## src/rtl/core/sha1s_pkg.sv

```systemverilog
// Shared constants and sequencer state type for the SHA-1 stream hasher.
package sha1s_pkg;

    localparam int unsigned WORD_W   = 32;
    localparam int unsigned BYTE_W   = 8;
    localparam int unsigned FILL_W   = 6;
    localparam int unsigned LEN_W    = 64;
    localparam int unsigned ROUND_W  = 7;
    localparam int unsigned WIN_D    = 16;
    localparam int unsigned CHAIN_D  = 5;

    localparam logic [WORD_W-1:0] H0_INIT = 32'h6745_2301;
    localparam logic [WORD_W-1:0] H1_INIT = 32'hEFCD_AB89;
    localparam logic [WORD_W-1:0] H2_INIT = 32'h98BA_DCFE;
    localparam logic [WORD_W-1:0] H3_INIT = 32'h1032_5476;
    localparam logic [WORD_W-1:0] H4_INIT = 32'hC3D2_E1F0;

    localparam logic [WORD_W-1:0] K_CH  = 32'h5A82_7999;
    localparam logic [WORD_W-1:0] K_PA1 = 32'h6ED9_EBA1;
    localparam logic [WORD_W-1:0] K_MAJ = 32'h8F1B_BCDC;
    localparam logic [WORD_W-1:0] K_PA2 = 32'hCA62_C1D6;

    localparam logic [BYTE_W-1:0]  PAD_MARKER = 8'h80;
    localparam logic [FILL_W-1:0]  LEN_POS    = 6'd56;
    localparam logic [FILL_W-1:0]  FILL_LAST  = 6'd63;
    localparam logic [ROUND_W-1:0] ROUND_LAST = 7'd79;
    localparam logic [ROUND_W-1:0] ROUND_PA1  = 7'd20;
    localparam logic [ROUND_W-1:0] ROUND_MAJ  = 7'd40;
    localparam logic [ROUND_W-1:0] ROUND_PA2  = 7'd60;
    localparam logic [2:0]         WORD_LAST  = 3'd4;

    typedef enum logic [2:0] {
        ST_IDLE,
        ST_PAD_MARK,
        ST_PAD_ZERO,
        ST_PAD_LEN,
        ST_COMPRESS,
        ST_FOLD,
        ST_OUTPUT
    } sha1s_state_t;

endpackage

```

## src/rtl/core/sha1_stream_hasher.sv

```systemverilog
// SHA-1 byte-stream hasher: block window, round sequencer and digest output.
//
//  channel | direction | beat contents                              | handshake
//  s_      | in        | message_byte, byte_present, message_end    | s_valid / s_ready
//  m_      | out       | digest_word (H0..H4), digest_last on H4    | m_valid / m_ready
//
// A data byte is shifted into the block window; every 64th byte also runs the
// rounds and the fold on the single shared round adder, while input is held off.
// Closing a message shifts in padding a byte at a time (up to 72 bytes), runs
// one or two compressions and then holds the five digest beats until taken.
// s_ready is low from the end beat until the last digest beat is taken.
// Reset (aresetn, synchronous) restores the initial chaining value and
// clears fill count and bit length; the block window needs no clearing.
module sha1_stream_hasher (
    input  logic        aclk,
    input  logic        aresetn,
    input  logic        s_valid,
    output logic        s_ready,
    input  logic [7:0]  s_message_byte,
    input  logic        s_byte_present,
    input  logic        s_message_end,
    output logic        m_valid,
    input  logic        m_ready,
    output logic [31:0] m_digest_word,
    output logic        m_digest_last
);
    import sha1s_pkg::*;

    sha1s_state_t state_reg, state_next;
    sha1s_state_t after_reg, after_next;

    logic [FILL_W-1:0]  fill_reg;
    logic [LEN_W-1:0]   bits_reg;
    logic [ROUND_W-1:0] round_reg;
    logic [2:0]         len_cnt_reg;
    logic [2:0]         out_idx_reg;

    logic [WORD_W-1:0] w_reg [WIN_D];
    logic [WORD_W-1:0] h_reg [CHAIN_D];
    logic [WORD_W-1:0] a_reg, b_reg, c_reg, d_reg, e_reg;

    logic              accept;
    logic              shift_en;
    logic [BYTE_W-1:0] shift_byte;
    logic              bits_inc;
    logic              len_shift;
    logic              wrap;
    logic              round_en;
    logic              fold_en;
    logic              restart;

    logic [WORD_W-1:0] f_val;
    logic [WORD_W-1:0] k_val;
    logic [WORD_W-1:0] t_val;
    logic [WORD_W-1:0] sched_x;
    logic [WORD_W-1:0] sched_new;

    // Control outputs for the current state
    always_comb begin
        s_ready    = 1'b0;
        m_valid    = 1'b0;
        shift_en   = 1'b0;
        shift_byte = '0;
        bits_inc   = 1'b0;
        len_shift  = 1'b0;
        round_en   = 1'b0;
        fold_en    = 1'b0;
        restart    = 1'b0;
        unique case (state_reg)
            ST_IDLE: begin
                s_ready = 1'b1;
                if (s_valid && s_byte_present) begin
                    shift_en   = 1'b1;
                    shift_byte = s_message_byte;
                    bits_inc   = 1'b1;
                end
            end
            ST_PAD_MARK: begin
                shift_en   = 1'b1;
                shift_byte = PAD_MARKER;
            end
            ST_PAD_ZERO: begin
                if (fill_reg != LEN_POS) begin
                    shift_en = 1'b1;
                end
            end
            ST_PAD_LEN: begin
                shift_en   = 1'b1;
                shift_byte = bits_reg[LEN_W-1 -: BYTE_W];
                len_shift  = 1'b1;
            end
            ST_COMPRESS: begin
                round_en = 1'b1;
            end
            ST_FOLD: begin
                fold_en = 1'b1;
            end
            ST_OUTPUT: begin
                m_valid = 1'b1;
                if (m_ready && out_idx_reg == WORD_LAST) begin
                    restart = 1'b1;
                end
            end
            default: begin
                s_ready = 1'b0;
            end
        endcase
    end

    assign accept = s_valid && s_ready;
    assign wrap   = shift_en && (fill_reg == FILL_LAST);

    // Sequencer next state
    always_comb begin
        state_next = state_reg;
        after_next = after_reg;
        unique case (state_reg)
            ST_IDLE: begin
                if (accept) begin
                    if (wrap) begin
                        state_next = ST_COMPRESS;
                        after_next = s_message_end ? ST_PAD_MARK : ST_IDLE;
                    end else if (s_message_end) begin
                        state_next = ST_PAD_MARK;
                    end
                end
            end
            ST_PAD_MARK: begin
                state_next = wrap ? ST_COMPRESS : ST_PAD_ZERO;
                after_next = ST_PAD_ZERO;
            end
            ST_PAD_ZERO: begin
                if (fill_reg == LEN_POS) begin
                    state_next = ST_PAD_LEN;
                end else if (wrap) begin
                    state_next = ST_COMPRESS;
                    after_next = ST_PAD_ZERO;
                end
            end
            ST_PAD_LEN: begin
                if (wrap) begin
                    state_next = ST_COMPRESS;
                    after_next = ST_OUTPUT;
                end
            end
            ST_COMPRESS: begin
                if (round_reg == ROUND_LAST) begin
                    state_next = ST_FOLD;
                end
            end
            ST_FOLD: begin
                state_next = after_reg;
            end
            ST_OUTPUT: begin
                if (restart) begin
                    state_next = ST_IDLE;
                end
            end
            default: begin
                state_next = ST_IDLE;
            end
        endcase
    end

    // Round function and constant for the current round
    always_comb begin
        priority if (round_reg < ROUND_PA1) begin
            f_val = (b_reg & c_reg) ^ (~b_reg & d_reg);
            k_val = K_CH;
        end else if (round_reg < ROUND_MAJ) begin
            f_val = b_reg ^ c_reg ^ d_reg;
            k_val = K_PA1;
        end else if (round_reg < ROUND_PA2) begin
            f_val = (b_reg & c_reg) ^ (b_reg & d_reg) ^ (c_reg & d_reg);
            k_val = K_MAJ;
        end else begin
            f_val = b_reg ^ c_reg ^ d_reg;
            k_val = K_PA2;
        end
    end

    // Shared round adder and schedule word
    assign t_val     = {a_reg[26:0], a_reg[31:27]} + f_val + e_reg + k_val + w_reg[0];
    assign sched_x   = w_reg[13] ^ w_reg[8] ^ w_reg[2] ^ w_reg[0];
    assign sched_new = {sched_x[30:0], sched_x[31]};

    // Digest word select
    always_comb begin
        unique case (out_idx_reg)
            3'd0:    m_digest_word = h_reg[0];
            3'd1:    m_digest_word = h_reg[1];
            3'd2:    m_digest_word = h_reg[2];
            3'd3:    m_digest_word = h_reg[3];
            default: m_digest_word = h_reg[4];
        endcase
    end
    assign m_digest_last = (out_idx_reg == WORD_LAST);

    // Control registers, chaining value and length
    always_ff @(posedge aclk) begin
        if (!aresetn) begin
            state_reg   <= ST_IDLE;
            after_reg   <= ST_IDLE;
            fill_reg    <= '0;
            bits_reg    <= '0;
            round_reg   <= '0;
            len_cnt_reg <= '0;
            out_idx_reg <= '0;
            h_reg[0]    <= H0_INIT;
            h_reg[1]    <= H1_INIT;
            h_reg[2]    <= H2_INIT;
            h_reg[3]    <= H3_INIT;
            h_reg[4]    <= H4_INIT;
        end else begin
            state_reg <= state_next;
            after_reg <= after_next;
            if (shift_en) begin
                fill_reg <= fill_reg + 1'b1;
            end
            // advance the bit length, or drain it msb first during padding
            if (bits_inc) begin
                bits_reg <= bits_reg + LEN_W'(8);
            end else if (len_shift) begin
                bits_reg <= {bits_reg[LEN_W-BYTE_W-1:0], {BYTE_W{1'b0}}};
            end
            if (len_shift) begin
                len_cnt_reg <= len_cnt_reg + 1'b1;
            end
            if (wrap) begin
                round_reg <= '0;
            end else if (round_en) begin
                round_reg <= round_reg + 1'b1;
            end
            // fold working variables into the chaining value
            if (fold_en) begin
                h_reg[0] <= h_reg[0] + a_reg;
                h_reg[1] <= h_reg[1] + b_reg;
                h_reg[2] <= h_reg[2] + c_reg;
                h_reg[3] <= h_reg[3] + d_reg;
                h_reg[4] <= h_reg[4] + e_reg;
            end
            // step through digest beats, restart on the last
            if (restart) begin
                out_idx_reg <= '0;
                fill_reg    <= '0;
                bits_reg    <= '0;
                len_cnt_reg <= '0;
                h_reg[0]    <= H0_INIT;
                h_reg[1]    <= H1_INIT;
                h_reg[2]    <= H2_INIT;
                h_reg[3]    <= H3_INIT;
                h_reg[4]    <= H4_INIT;
            end else if (m_valid && m_ready) begin
                out_idx_reg <= out_idx_reg + 1'b1;
            end
        end
    end

    // Block window and working variables
    always_ff @(posedge aclk) begin
        if (shift_en) begin
            for (int i = 0; i < WIN_D - 1; i++) begin
                w_reg[i] <= {w_reg[i][WORD_W-BYTE_W-1:0], w_reg[i+1][WORD_W-1 -: BYTE_W]};
            end
            w_reg[WIN_D-1] <= {w_reg[WIN_D-1][WORD_W-BYTE_W-1:0], shift_byte};
        end else if (round_en) begin
            for (int i = 0; i < WIN_D - 1; i++) begin
                w_reg[i] <= w_reg[i+1];
            end
            w_reg[WIN_D-1] <= sched_new;
        end
        if (wrap) begin
            a_reg <= h_reg[0];
            b_reg <= h_reg[1];
            c_reg <= h_reg[2];
            d_reg <= h_reg[3];
            e_reg <= h_reg[4];
        end else if (round_en) begin
            a_reg <= t_val;
            b_reg <= a_reg;
            c_reg <= {b_reg[1:0], b_reg[31:2]};
            d_reg <= c_reg;
            e_reg <= d_reg;
        end
    end

`ifndef SYNTH
    // Input and output sides never open together
    a_ready_excl: assert property (@(posedge aclk) disable iff (!aresetn)
        s_ready |-> !m_valid)
        else $error("s_ready and m_valid high together");

    // Last digest beat restores the message state
    a_restart: assert property (@(posedge aclk) disable iff (!aresetn)
        (m_valid && m_ready && m_digest_last) |=>
            (s_ready && fill_reg == '0 && bits_reg == '0 && h_reg[0] == H0_INIT))
        else $error("state not restored after last digest beat");

    // Final round is followed by the fold
    a_fold: assert property (@(posedge aclk) disable iff (!aresetn)
        (state_reg == ST_COMPRESS && round_reg == ROUND_LAST) |=> (state_reg == ST_FOLD))
        else $error("fold did not follow final round");

    // Ordinary data byte that does not fill the block leaves the input open
    a_no_stall: assert property (@(posedge aclk) disable iff (!aresetn)
        (accept && s_byte_present && !s_message_end && fill_reg != FILL_LAST) |=> s_ready)
        else $error("input stalled after ordinary byte");

    // Length bytes always end exactly on a block boundary
    a_len_align: assert property (@(posedge aclk) disable iff (!aresetn)
        (state_reg == ST_PAD_LEN) |-> (fill_reg[5:3] == 3'b111 && fill_reg[2:0] == len_cnt_reg))
        else $error("length padding misaligned");
`endif

endmodule

```

## config.mk

```make
export PLATFORM = sky130hd
export DESIGN_NAME = sha1_stream_hasher
export DESIGN_NICKNAME = d
export VERILOG_FILES = /design/src/rtl/core/sha1s_pkg.sv /design/src/rtl/core/sha1_stream_hasher.sv
export SDC_FILE = /design/constraint.sdc
export NUM_CORES = 2
export LEC_CHECK = 0
export BUFFER_PORTS_ARGS = -buffer_cell sky130_fd_sc_hd__buf_2
export CAP_MARGIN = 20
export CORE_MARGIN = 5
export CORE_UTILIZATION = 55
export DETAILED_ROUTE_END_ITERATION = 10
export GPL_TIMING_DRIVEN = 0
export PLACE_DENSITY = 0.77
export REMOVE_ABC_BUFFERS = 1
export SLEW_MARGIN = 5
export SYNTH_ARGS = -nofsm -noshare
export SYNTH_HDL_FRONTEND = slang
export SYNTH_SLANG_ARGS = --single-unit
```

## constraint.sdc

```tcl
create_clock -name aclk -period 33 [get_ports aclk]
set_input_delay 0 -clock aclk [delete_from_list [all_inputs] [get_ports aclk]]
set_output_delay 0 -clock aclk [all_outputs]
set_load 0.03 [all_outputs]
```

==> metrics.txt <==
initial cell density of the core=55.51%; CTS sink count=915; final number of max-transition violations=0; routed wire length=136000 um; die area=102300 sq um; crit-path max FO=17; Synth Area per Inst=10.01 sq um; initial antenna violation count=4; Placed Cells=6431; CP startpoint kind=register; Fin Clk Skew=about 0.065 ns; setup bufs post-CTS=0; vias per inst=6.051; CP arrival=8.42 ns; Tot GR Track Use=25.89%; # port buffers=48; GP Congestion=0.9237; hold path cells=4; Final min period=around 8 ns; DR pass1 iterations=7; CP Capture Type=register; Most common cell on crit path=fa_1; Design Area, Final=roughly 59000 sq um; setup_tns=0 ns; met1 Use GR=35.83%; pwr/cell area=58.33 nW/um^2; MaxCap Viol Count=0; Finished Layout Cells=6628; VDD IR max=between 60 and 70 uV; Crit Path Class=register to register; worst slew margin relative to its limit=27.07%; critical path required time=33.44 ns; first-pass GRT wire length=213600 um; Largest stage delay, worst path=0.71 ns; final core utilization=61.51%; HPWL after detailed placement=95410 um; CTS tree=done; Worst-Margin Slew=1.087 ns; CP cell instances=o21ai_0 -> or3_1 -> nand2_1 -> clkinv_1 -> buf_12 -> a221oi_1 -> fa_1 -> fa_1 -> fa_1 -> inv_1 -> ha_1 -> inv_1 -> fa_1 -> nor2b_1 -> o31ai_1 -> a211o_1 -> a21oi_1 -> or4_1 -> nand3_1 -> a31oi_1 -> nor3_1 -> or3b_1; Die Width=319.9 um; FF+latch count, synth=915; ANT nets after route=0; Fill cells=7467; unrepaired setup endpoints after global routing=no; initial drt markers=4534; CORE AREA=95150 sq um; area share of the largest cell type after synthesis=47.30%; post-CTS sizing=0; Post-synth top flop=edfxtp_1; Leak=22.88 nW; Via Count=40.11k; Async SR Flop Fraction=0%; clk slew on worst S/H paths=0.07 ns; GRT met2 Usage=roughly two fifths; IO Pins=49; EDFF count, synth=832; Nets=5621; Longest Clk Path Bufs=3; R2R cell count=22; per-cell routed wire length=20.52 um; vias in the first global route=just under 40k; Yosys warnings=0; area growth from synthesis to layout=10.82%; outcome=finished, final reports clean; total CTS buffers=98; GR Overflow Total=0; leading area contributor after synthesis=edfxtp_1; Hold Fails Final Rpt=0; layout cells sized above 1=under 10%; Syn Inst Count=5277; number of flip-flops in the largest register=roughly 510; achievable frequency=125.2 MHz; largest net degree at the start of global routing=90; period utilisation layout=24.20%; CTS root buf=clkbuf_16; Hold WS=0.2039 ns; met3 Use GR=4.660%; grt peak-use layer=met2; Placed Instance Area=55280 sq um; Critical-path top delay cell=nand2_1; Die Y=319.9 um; # setup viols final=0; Mapped Area=52820 sq um; count of different cell masters after synthesis=84; row count=113; worst hold path class=input port to register; Clk Latency, worst-skew pair=0.70 ns; number of remaining DRC errors=0; number of H-tree levels=3; post-synthesis sequential area ratio=50.45%; ranking of synthesized cells by area=edfxtp_1 47%, nand2_1 11%, fa_1 4.7%
==> layer usage <==
layer  up-vias  wire length, um
met5         -               12
met4         2             4761
met3       303            11840
met2      1763            63820
met1     19495            55580
li1      18544                -
==> logic make-up (layout without fill, tap and decap cells) <==
family / after synthesis / after routing / synth area share [%]
and+or+nand+nor: 2138 / 2138 / 16.83
AOI/OAI and AO/OA: 969 / 969 / 11.71
DFF: 915 / 915 / 50.45
buffers and inverters: 505 / 589 / 3.622
xor gates and xnor gates: 227 / 227 / 3.764
adders and majority gates: 325 / 325 / 9.476
muxes: 198 / 198 / 4.146
other: 0 / 2 / 0
==> layout by cell type (no fill, tap or decap), drive strengths merged, types with 137 or more instances in the layout <==
cell,Yosys,final
a21oi,219,219
edfxtp,832,832
o21ai,265,265
nand2,1490,1490
xnor2,162,162
ha,200,200
inv,284,288
nor2,277,277
clkbuf,186,137
mux2,163,163
==> report_power, final <==
group	total (mW)	switching (mW)	internal (mW)
registers	1.70	0.138	1.57
logic	0.632	0.345	0.287
clock network	1.08	0.483	0.595
total	3.41	0.966	2.45
==> final cells by class <==
| cell class | instances | area, sq um | share of cell area, % |
|---|---|---|---|
| Inverter | 287 | 1077 | 1.841 |
| Multi-Input combinational cell | 3857 | 24370 | 41.64 |
| Timing Repair Buffer | 123 | 1765 | 3.016 |
| Antenna cell | 2 | 5.005 | 0.008551 |
| Clock buffer | 137 | 2640 | 4.511 |
| Sequential cell | 915 | 26650 | 45.53 |
| Clock inverter | 42 | 441.7 | 0.7546 |
| Tap cell | 1265 | 1583 | 2.704 |
==> Yosys cell counts (all sizes together), types with 70 or more instances <==
cell type  count
a21oi        219
a22oi         76
fa           125
mux2         163
dfxtp         83
inv          284
o21ai        265
nor3          70
nand3         75
xnor2        162
nor2         277
a21o          85
clkbuf       186
nand2       1490
edfxtp       832
ha           200
==> final timing paths <==
kind | start | to | slack [ns]
setup / recovery | round_reg[3] | a_reg[31] | 25.01
hold / removal | s_message_byte[5] | w_reg[1][229] | 0.20
setup reg to reg | round_reg[3] | a_reg[31] | 25.01
hold reg to reg | round_reg[1] | round_reg[1] | 0.49
==> critical path, delay by kind of cell, from the launching register on <==
kind	cells	cell delay (ns)
simple gates	7	2.48
fa+ha+maj	5	2.09
buf+inv	4	0.92
compound gates	6	1.72
flops	1	0.47
==> repair_timing <==
| item | CTS | global route |
|---|---|---|
| hold buffers | 16 | 0 |
| hold endpoints to repair | 56 | 0 |
| endpoints found under the setup margin | 0 | 0 |
==> metrics by stage <==
stage          power (mW)  setup slack, ns
3_3_place_gp        2.433           -10.37
2_1_floorplan       2.236            7.391
3_5_place_dp        2.346            25.26
5_1_grt             3.557            24.83
6_report            3.414            25.01
4_1_cts             3.425            25.19
(Power assumes the default switching activity.)
